## config.mk

```make
export PLATFORM = sky130hd
export DESIGN_NAME = moran_process_step_core
export DESIGN_NICKNAME = d
export VERILOG_FILES = /design/src/hw/rtl/mps_pkg.sv /design/src/hw/rtl/mps_mul.sv /design/src/hw/rtl/moran_process_step_core.sv
export SDC_FILE = /design/constraint.sdc
export NUM_CORES = 2
export LEC_CHECK = 0
export BUFFER_PORTS_ARGS = -buffer_cell sky130_fd_sc_hd__buf_2
export CORE_UTILIZATION = 49
export CTS_CLUSTER_DIAMETER = 60
export CTS_CLUSTER_SIZE = 8
export DETAILED_ROUTE_END_ITERATION = 6
export GPL_TIMING_DRIVEN = 0
export PLACE_DENSITY = 0.65
export SLEW_MARGIN = 20
export SYNTH_ARGS = -nofsm -noshare
export SYNTH_HDL_FRONTEND = slang
export SYNTH_HIERARCHICAL = 1
export SYNTH_SLANG_ARGS = --single-unit
```

## constraint.sdc

```tcl
create_clock -name clock -period 10.7 [get_ports clock]
set_input_delay 1.07 -clock clock [delete_from_list [all_inputs] [get_ports clock]]
set_output_delay 1.07 -clock clock [all_outputs]
set_load 0.03 [all_outputs]
```

## src/hw/rtl/mps_pkg.sv

```systemverilog
// Package for the Moran process step core: widths, reset values, register
// indexes and the sequencer state type. Depends on nothing.
`default_nettype none

package mps_pkg;

   localparam int COUNT_WIDTH_DEF = 16;

   localparam int POP_W      = 16;
   localparam int FIT_W      = 16;
   localparam int RATE_W     = 16;
   localparam int SCALE_W    = 32;
   localparam int GEN_W      = 20;
   localparam int RAND_W     = 16;
   localparam int OUT_CNT_W  = 16;
   localparam int DET_W      = 32;
   localparam int STEPS_W    = 40;
   localparam int LIMIT_W    = 36;
   localparam int CSR_DATA_W = 32;
   localparam int CSR_IDX_W  = 3;
   localparam int MUL_B_W    = 32;

   localparam logic [POP_W-1:0] POP_RESET = 16'd1000;
   localparam logic [FIT_W-1:0] FIT_RESET = 16'd256;

   typedef enum logic [CSR_IDX_W-1:0] {
      CSR_POP   = 3'd0,
      CSR_FIT   = 3'd1,
      CSR_RATE  = 3'd2,
      CSR_SCALE = 3'd3,
      CSR_GEN   = 3'd4
   } csr_idx_type;

   typedef enum logic [3:0] {
      ST_IDLE,
      ST_LIMIT,
      ST_FIT,
      ST_WSUM,
      ST_BLO,
      ST_BHI,
      ST_BCMP,
      ST_DMUL,
      ST_DCMP,
      ST_DET1,
      ST_DET2,
      ST_DET3,
      ST_OUT
   } state_type;

endpackage

`default_nettype wire

```

## src/hw/rtl/mps_mul.sv

```systemverilog
// Shared unsigned multiplier with a registered product.
// Depends on mps_pkg for the width of the second operand.
`default_nettype none

module mps_mul #(
   parameter int A_W = 32
) (
   input  logic                             clock,
   input  logic [A_W-1:0]                   a,
   input  logic [mps_pkg::MUL_B_W-1:0]      b,
   output logic [A_W+mps_pkg::MUL_B_W-1:0]  prod
);
   import mps_pkg::*;

   logic [A_W+MUL_B_W-1:0] prod_ff;

   always_ff @(posedge clock) begin
      prod_ff <= (A_W+MUL_B_W)'(a) * (A_W+MUL_B_W)'(b);
   end

   assign prod = prod_ff;

endmodule

`default_nettype wire

```

## src/hw/rtl/moran_process_step_core.sv

```systemverilog
// Moran process step core: one birth-death step of a two-type population per beat.
// Requests are taken only in the idle state, so a new beat waits until the response beat of
// the last one is taken; the step computes eight products in turn on the one shared multiplier.
// Synchronous active-high reset restores the register defaults, sets the wild count to the
// default population and clears the mutant count, detection total, step count and active flag.
`default_nettype none

module moran_process_step_core #(
   parameter int COUNT_WIDTH = mps_pkg::COUNT_WIDTH_DEF
) (
   input  logic                               clock,
   input  logic                               reset,
   // Configuration write port.
   input  logic                               csr_wr_en,
   input  logic [mps_pkg::CSR_IDX_W-1:0]      csr_index,
   input  logic [mps_pkg::CSR_DATA_W-1:0]     csr_wr_data,
   // Request channel.
   input  logic                               req_valid,
   output logic                               req_stall,
   input  logic                               req_restart,
   input  logic [mps_pkg::RAND_W-1:0]         req_rand_birth,
   input  logic [mps_pkg::RAND_W-1:0]         req_rand_mutate,
   input  logic [mps_pkg::RAND_W-1:0]         req_rand_death,
   input  logic [mps_pkg::RAND_W-1:0]         req_rand_detect,
   // Response channel.
   output logic                               rsp_valid,
   input  logic                               rsp_stall,
   output logic [mps_pkg::OUT_CNT_W-1:0]      rsp_wild_count,
   output logic [mps_pkg::OUT_CNT_W-1:0]      rsp_mutant_count,
   output logic                               rsp_detected_now,
   output logic [mps_pkg::DET_W-1:0]          rsp_detection_total,
   output logic                               rsp_finished
);
   import mps_pkg::*;

   // Count width, and the width of a count sum that may briefly pass the maximum
   // between birth and death.
   localparam int CW       = COUNT_WIDTH;
   localparam int SUM_W    = CW + 1;
   localparam int MUL_A_W  = (SUM_W > 32) ? SUM_W : 32;
   localparam int MUL_P_W  = MUL_A_W + MUL_B_W;
   // Birth weight 256*wt + fit*mt and its product with the birth fraction.
   localparam int WGT_W    = CW + FIT_W + 1;
   localparam int BPROD_W  = WGT_W + RAND_W;
   localparam int DPROD_W  = SUM_W + RAND_W;
   localparam int RHS_W    = 2 * POP_W + RAND_W;
   localparam logic [CW-1:0] CNT_MAX = '1;
   localparam logic [STEPS_W-1:0] STEPS_MAX = '1;
   localparam logic [DET_W-1:0]   DET_MAX   = '1;

   // Population size limited to what a count register can hold.
   function automatic logic [CW-1:0] sat_pop(input logic [POP_W-1:0] n);
      logic [CW-1:0] r;
      if (64'(n) > 64'(CNT_MAX)) begin
         r = CNT_MAX;
      end else begin
         r = CW'(n);
      end
      return r;
   endfunction

   // Sequencer state.
   state_type state_ff, state_in;

   // Configuration registers.
   logic [POP_W-1:0]   pop_ff;
   logic [FIT_W-1:0]   fit_ff;
   logic [RATE_W-1:0]  rate_ff;
   logic [SCALE_W-1:0] scale_ff;
   logic [GEN_W-1:0]   gen_ff;

   // Process state carried from one step to the next.
   logic [CW-1:0]      wt_ff, mt_ff;
   logic [DET_W-1:0]   det_total_ff;
   logic [STEPS_W-1:0] steps_ff;

   // Per-step working registers.
   logic [RAND_W-1:0]  rb_ff, rm_ff, rd_ff, rd2_ff;
   logic [LIMIT_W-1:0] limit_ff;
   logic               active_ff;
   logic [WGT_W-1:0]   weight_ff;
   logic [RAND_W+31:0] lo_ff;
   logic [SUM_W-1:0]   wb_ff, mb_ff;
   logic [RHS_W-1:0]   rhs_ff;

   // Response registers.
   logic [OUT_CNT_W-1:0] rsp_wild_ff, rsp_mutant_ff;
   logic                 rsp_det_ff, rsp_fin_ff;
   logic [DET_W-1:0]     rsp_total_ff;

   // Shared multiplier.
   logic [MUL_A_W-1:0] mul_a;
   logic [MUL_B_W-1:0] mul_b;
   logic [MUL_P_W-1:0] prod;

   // Datapath terms.
   logic [63:0]        weight_pad;
   logic [SUM_W-1:0]   cnt_sum;
   logic [BPROD_W-1:0] birth_lhs, birth_rhs;
   logic               mutant_parent;
   logic [SUM_W-1:0]   wb_in, mb_in;
   logic [DPROD_W-1:0] death_lhs, death_rhs;
   logic               wild_dies;
   logic [SUM_W-1:0]   wd_in, md_in;
   logic               det_hit;
   logic [STEPS_W-1:0] steps_in;
   logic               req_take;

   mps_mul #(
      .A_W (MUL_A_W)
   ) u_mul (
      .clock (clock),
      .a     (mul_a),
      .b     (mul_b),
      .prod  (prod)
   );

   assign req_take   = req_valid && !req_stall;
   assign weight_pad = 64'(weight_ff);
   assign cnt_sum    = wb_ff + mb_ff;

   // Birth: the parent is a mutant when rb*weight exceeds 2^24*wt. The product
   // arrives as a high partial product (in prod) and a low one (in lo_ff).
   assign birth_lhs     = (BPROD_W'(prod) << 32) + BPROD_W'(lo_ff);
   assign birth_rhs     = BPROD_W'(wt_ff) << 24;
   assign mutant_parent = birth_lhs > birth_rhs;

   always_comb begin
      wb_in = SUM_W'(wt_ff);
      mb_in = SUM_W'(mt_ff);
      if ((mt_ff != '0) && ((wt_ff == '0) || mutant_parent)) begin
         mb_in = SUM_W'(mt_ff) + SUM_W'(1);
      end else if (rm_ff <= rate_ff) begin
         // A wild-type daughter that mutates.
         mb_in = SUM_W'(mt_ff) + SUM_W'(1);
      end else begin
         wb_in = SUM_W'(wt_ff) + SUM_W'(1);
      end
   end

   // Death: a wild-type cell dies when rd*(wt+mt) <= 65536*wt, with the counts
   // after birth. An empty type is never picked.
   assign death_lhs = prod[DPROD_W-1:0];
   assign death_rhs = DPROD_W'(wb_ff) << 16;
   assign wild_dies = (wb_ff != '0) && ((mb_ff == '0) || (death_lhs <= death_rhs));

   always_comb begin
      wd_in = wb_ff;
      md_in = mb_ff;
      if (wild_dies) begin
         wd_in = wb_ff - SUM_W'(1);
      end else begin
         md_in = mb_ff - SUM_W'(1);
      end
   end

   // Detection: mt*scale against rd2*N^2, only on a step that runs.
   assign det_hit  = active_ff && (prod > MUL_P_W'(rhs_ff));
   assign steps_in = (active_ff && (steps_ff != STEPS_MAX)) ? steps_ff + STEPS_W'(1)
                                                            : steps_ff;

   // Next state.
   always_comb begin
      state_in = state_ff;
      unique case (state_ff)
         ST_IDLE:  if (req_take) state_in = ST_LIMIT;
         ST_LIMIT: state_in = ST_FIT;
         ST_FIT:   state_in = ST_WSUM;
         ST_WSUM:  state_in = ST_BLO;
         ST_BLO:   state_in = ST_BHI;
         ST_BHI:   state_in = ST_BCMP;
         ST_BCMP:  state_in = ST_DMUL;
         ST_DMUL:  state_in = ST_DCMP;
         ST_DCMP:  state_in = ST_DET1;
         ST_DET1:  state_in = ST_DET2;
         ST_DET2:  state_in = ST_DET3;
         ST_DET3:  state_in = ST_OUT;
         ST_OUT:   if (!rsp_stall) state_in = ST_IDLE;
         default:  state_in = ST_IDLE;
      endcase
   end

   // Sequencer outputs: handshake and multiplier operand selection.
   always_comb begin
      req_stall = (state_ff != ST_IDLE);
      rsp_valid = (state_ff == ST_OUT);
      mul_a     = '0;
      mul_b     = '0;
      unique case (state_ff)
         ST_LIMIT: begin
            mul_a = MUL_A_W'(pop_ff);
            mul_b = MUL_B_W'(gen_ff);
         end
         ST_FIT: begin
            mul_a = MUL_A_W'(mt_ff);
            mul_b = MUL_B_W'(fit_ff);
         end
         ST_BLO: begin
            mul_a = MUL_A_W'(weight_pad[31:0]);
            mul_b = MUL_B_W'(rb_ff);
         end
         ST_BHI: begin
            mul_a = MUL_A_W'(weight_pad[63:32]);
            mul_b = MUL_B_W'(rb_ff);
         end
         ST_DMUL: begin
            mul_a = MUL_A_W'(cnt_sum);
            mul_b = MUL_B_W'(rd_ff);
         end
         ST_DCMP: begin
            mul_a = MUL_A_W'(pop_ff);
            mul_b = MUL_B_W'(pop_ff);
         end
         ST_DET1: begin
            mul_a = MUL_A_W'(prod[2*POP_W-1:0]);
            mul_b = MUL_B_W'(rd2_ff);
         end
         ST_DET2: begin
            mul_a = MUL_A_W'(mt_ff);
            mul_b = scale_ff;
         end
         default: begin
            mul_a = '0;
            mul_b = '0;
         end
      endcase
   end

   // Control state, configuration and process state.
   always_ff @(posedge clock) begin
      if (reset) begin
         state_ff     <= ST_IDLE;
         pop_ff       <= POP_RESET;
         fit_ff       <= FIT_RESET;
         rate_ff      <= '0;
         scale_ff     <= '0;
         gen_ff       <= '0;
         wt_ff        <= sat_pop(POP_RESET);
         mt_ff        <= '0;
         det_total_ff <= '0;
         steps_ff     <= '0;
         active_ff    <= 1'b0;
      end else begin
         state_ff <= state_in;

         if (csr_wr_en) begin
            unique case (csr_idx_type'(csr_index))
               CSR_POP:   pop_ff   <= csr_wr_data[POP_W-1:0];
               CSR_FIT:   fit_ff   <= csr_wr_data[FIT_W-1:0];
               CSR_RATE:  rate_ff  <= csr_wr_data[RATE_W-1:0];
               CSR_SCALE: scale_ff <= csr_wr_data[SCALE_W-1:0];
               CSR_GEN:   gen_ff   <= csr_wr_data[GEN_W-1:0];
               default:   ;
            endcase
         end

         // A restart reinitializes the population before the step runs.
         if (req_take && req_restart) begin
            wt_ff        <= sat_pop(pop_ff);
            mt_ff        <= '0;
            det_total_ff <= '0;
            steps_ff     <= '0;
         end

         // The step runs only while the step budget generations*N is not used up.
         if (state_ff == ST_FIT) begin
            active_ff <= steps_ff < STEPS_W'(prod[LIMIT_W-1:0]);
         end

         if ((state_ff == ST_DCMP) && active_ff) begin
            wt_ff <= wd_in[CW] ? CNT_MAX : wd_in[CW-1:0];
            mt_ff <= md_in[CW] ? CNT_MAX : md_in[CW-1:0];
         end

         if (state_ff == ST_DET3) begin
            steps_ff <= steps_in;
            if (det_hit && (det_total_ff != DET_MAX)) begin
               det_total_ff <= det_total_ff + DET_W'(1);
            end
         end
      end
   end

   // Payload, working and response registers; no reset needed.
   always_ff @(posedge clock) begin
      if (req_take) begin
         rb_ff  <= req_rand_birth;
         rm_ff  <= req_rand_mutate;
         rd_ff  <= req_rand_death;
         rd2_ff <= req_rand_detect;
      end

      unique case (state_ff)
         ST_FIT:  limit_ff  <= prod[LIMIT_W-1:0];
         ST_WSUM: weight_ff <= (WGT_W'(wt_ff) << 8) + WGT_W'(prod);
         ST_BHI:  lo_ff     <= prod[RAND_W+31:0];
         ST_BCMP: begin
            wb_ff <= wb_in;
            mb_ff <= mb_in;
         end
         ST_DET2: rhs_ff <= prod[RHS_W-1:0];
         ST_DET3: begin
            rsp_wild_ff   <= OUT_CNT_W'(wt_ff);
            rsp_mutant_ff <= OUT_CNT_W'(mt_ff);
            rsp_det_ff    <= det_hit;
            rsp_total_ff  <= (det_hit && (det_total_ff != DET_MAX))
                             ? det_total_ff + DET_W'(1) : det_total_ff;
            rsp_fin_ff    <= steps_in >= STEPS_W'(limit_ff);
         end
         default: ;
      endcase
   end

   assign rsp_wild_count      = rsp_wild_ff;
   assign rsp_mutant_count    = rsp_mutant_ff;
   assign rsp_detected_now    = rsp_det_ff;
   assign rsp_detection_total = rsp_total_ff;
   assign rsp_finished        = rsp_fin_ff;

endmodule

`default_nettype wire
```

==> results.ini <==
[status]
status=finished, violations left
violations=DRC

[critical_path]
path_buf_inv=6
path_max_fanout=10
r2r_slack_ns=0.05
crit-reg2reg-launch=state_ff[3]
max_stage_delay_ns=0.70
start_kind=flip-flop
end_kind=flip-flop
critPathArrivalTime_ns=11.25
crit_type=flip-flop to flip-flop
crit_path_top_delay_cell=clkbuf_1
required_ns=11.30
reg2regPathDepth=28
r2r-end=u_mul/prod[56]
critical_path.top_delay_family=adder cells
cpMostUsedCell=fa_1

[hold_path]
timing.hold.worst.start=mt_ff[4]
hold_path.class=flip-flop to flip-flop
whs_endpoint=rsp_mutant_count[4]
hold_depth=0

[pwr]
power.density_mw_per_mm2=88.2
power.leakage_nw=32.0
ir_worst_vdd_mv=0.126
total_power_mw=6.15

[grt]
grt_first_pass_wirelength_um=340000
grt_use_met3=0.112
grt-busiest-layer=met2
overflow=0
grt_pass1_vias=50674
grtUsageTotal=0.361
grt_max_degree=61
grt_util_met2=0.527
use_met1=0.480
antenna_found_initial=17

[logic_synthesis]
syn_avg_cell_area_um2=9.58
synth-seq-cells=602
syn_area_mm2=0.0633
yosysTopAreaCellShare=0.284
ys_top_cells_by_area=fa_1 28%, edfxtp_1 16%, ha_1 9.6%
yosys-top-cells-count=1067 x inv_1, 899 x fa_1, 834 x nand2_1, 631 x and2_1, 487 x ha_1
ys_seq_area_frac=0.243
yosysWarnings=6
ys_async_sr_fraction=0
synth_most_common_cell=inv_1
synth_top_cell_by_area=fa_1
syn_inst=6602
synth_cell_type_count=88
ys.flop_type=edfxtp_1
synthesis.nets=8093
synth_edf_count=329

[layout]
seqCellArea_mm2=0.0153
drive_gt1_frac=0.0712
area_delta_synth_final_pct=10.2
fillCellCount=11543
nNetsFinal=8381
multi_input_area_mm2=0.0429

[clock_network]
cts_sinks=602
cts_inserted_buffers=93
htreeDepth=3
cts-root-buf=clkbuf_16
path_clk_slew_ns=0.05
ctsLongestPathBuffers=3
clock_latency_ns=0.70
cts_tree=done

[timing]
final.setup_skew_ns=0.0816
finalCritPeriodShare=0.995
rsz0062_at_grt=false
hold_violations=0
slew_headroom=0.166
tns_ns=0
worst_slew_pin_slew_ns=1.25
period_minus_slack_ns=10.65
slew_violations=0
setup_viol=0
fmax_mhz=93.9

[floorplanning]
fp.dieW_um=361
io_pins=173
chipHeight_um=361
core_mm2=0.128
rows=131
start_util=0.495
dieArea_mm2=0.131

[routing]
vias_per_cell=5.89
ant_nets=0
drc_errors=16
num_vias=50889
first_pass_iters=7
drt_iter0_drc=5872
wl_um=235000
post_drt_wl_per_cell_um=27.2

[place]
hpwl_um=185000
gp_congestion=1.08
io_buffers=171

[flow_run]
cap_violations=0

layer usage:
metal	wire length [um]	part of all wire
met1	92300	0.39
met2	98700	0.42
met3	30000	0.13
met4	13800	0.059
met5	116	0.00049
worst max path at each step:
stage                      to  slack, ns  depth (start not counted)   startpoint
2_1_floorplan  u_mul/prod[56]       1.02                         33  state_ff[1]
3_3_place_gp   u_mul/prod[63]      -3.97                         29  state_ff[1]
3_5_place_dp   u_mul/prod[63]      -1.01                         34     wb_ff[1]
4_1_cts        u_mul/prod[56]       0.03                         33  state_ff[3]
5_1_grt        u_mul/prod[54]      0.006                         35     wb_ff[0]
6_report       u_mul/prod[56]       0.05                         28  state_ff[3]
layout make-up:
cell class,instances,area share
flip-flops and latches,602,0.220
well taps,1662,0.0298
clock inverters,20,0.00436
inverters,1067,0.0574
multi-input cells,4600,0.615
clock buffers,151,0.0368
diodes,8,0.000287
plain buffers,332,0.0203
repair buffers,194,0.0161
through the flow:
step	setup slack, ns	util	hold WS, ns	instances	area (um^2)
floorplan	1.02	-	0.406	6602	63300
global placement	-3.97	0.518	0.415	8435	66200
detailed placement	-1.01	0.520	0.419	8452	66500
CTS	0.0272	0.544	0.431	8626	69500
global route	0.00608	0.545	0.439	8630	69700
finish	0.0532	0.545	0.432	8636	69700
placed cells by master, fill, tap and decap left out, drive strengths merged, types with 41 or more instances in the layout:
cell,n
fa,899
dfxtp,273
xnor2,157
a21oi,286
clkbuf,457
xor2,75
nand2,835
nand4,64
o21ai,138
nor3,60
nor4,51
a21o,104
and3,56
buf,219
and2,633
inv,1071
edfxtp,329
nand3,105
nor2,179
ha,487
a22oi,41
flip-flops by register name, summed over array words and instances (netlist names), 17 cells and up:
| signal | count |
|---|---|
| gen_ff | 20 |
| mb_ff | 17 |
| rhs_ff | 48 |
| det_total_ff | 32 |
| u_mul/prod | 64 |
| steps_ff | 40 |
| limit_ff | 36 |
| lo_ff | 48 |
| weight_ff | 33 |
| rsp_detection_total | 32 |
| wb_ff | 17 |
| scale_ff | 32 |
cell families after synthesis:
group           share of synthesized area
simple gates                        0.169
buf+inv                            0.0834
fa+ha+maj                           0.381
compound gates                     0.0874
flops                               0.243
xor+xnor                           0.0321
mux                               0.00465
report_power, final:
group          total [mW]  switching [mW]  internal [mW]  leakage [nW]
Combinational       0.733           0.528          0.205          25.4
Sequential           2.59          0.0841           2.51          5.26
Clock                2.82            1.11           1.72          1.37
Total                6.15            1.72           4.43          32.0
timing repair:
item,in CTS,in global routing
hold buffers,0,0
setup endpoints to repair,31,21
buffers inserted,3,3
resized for setup,37,199
pin swaps,2,4
(Power assumes the default switching activity.)
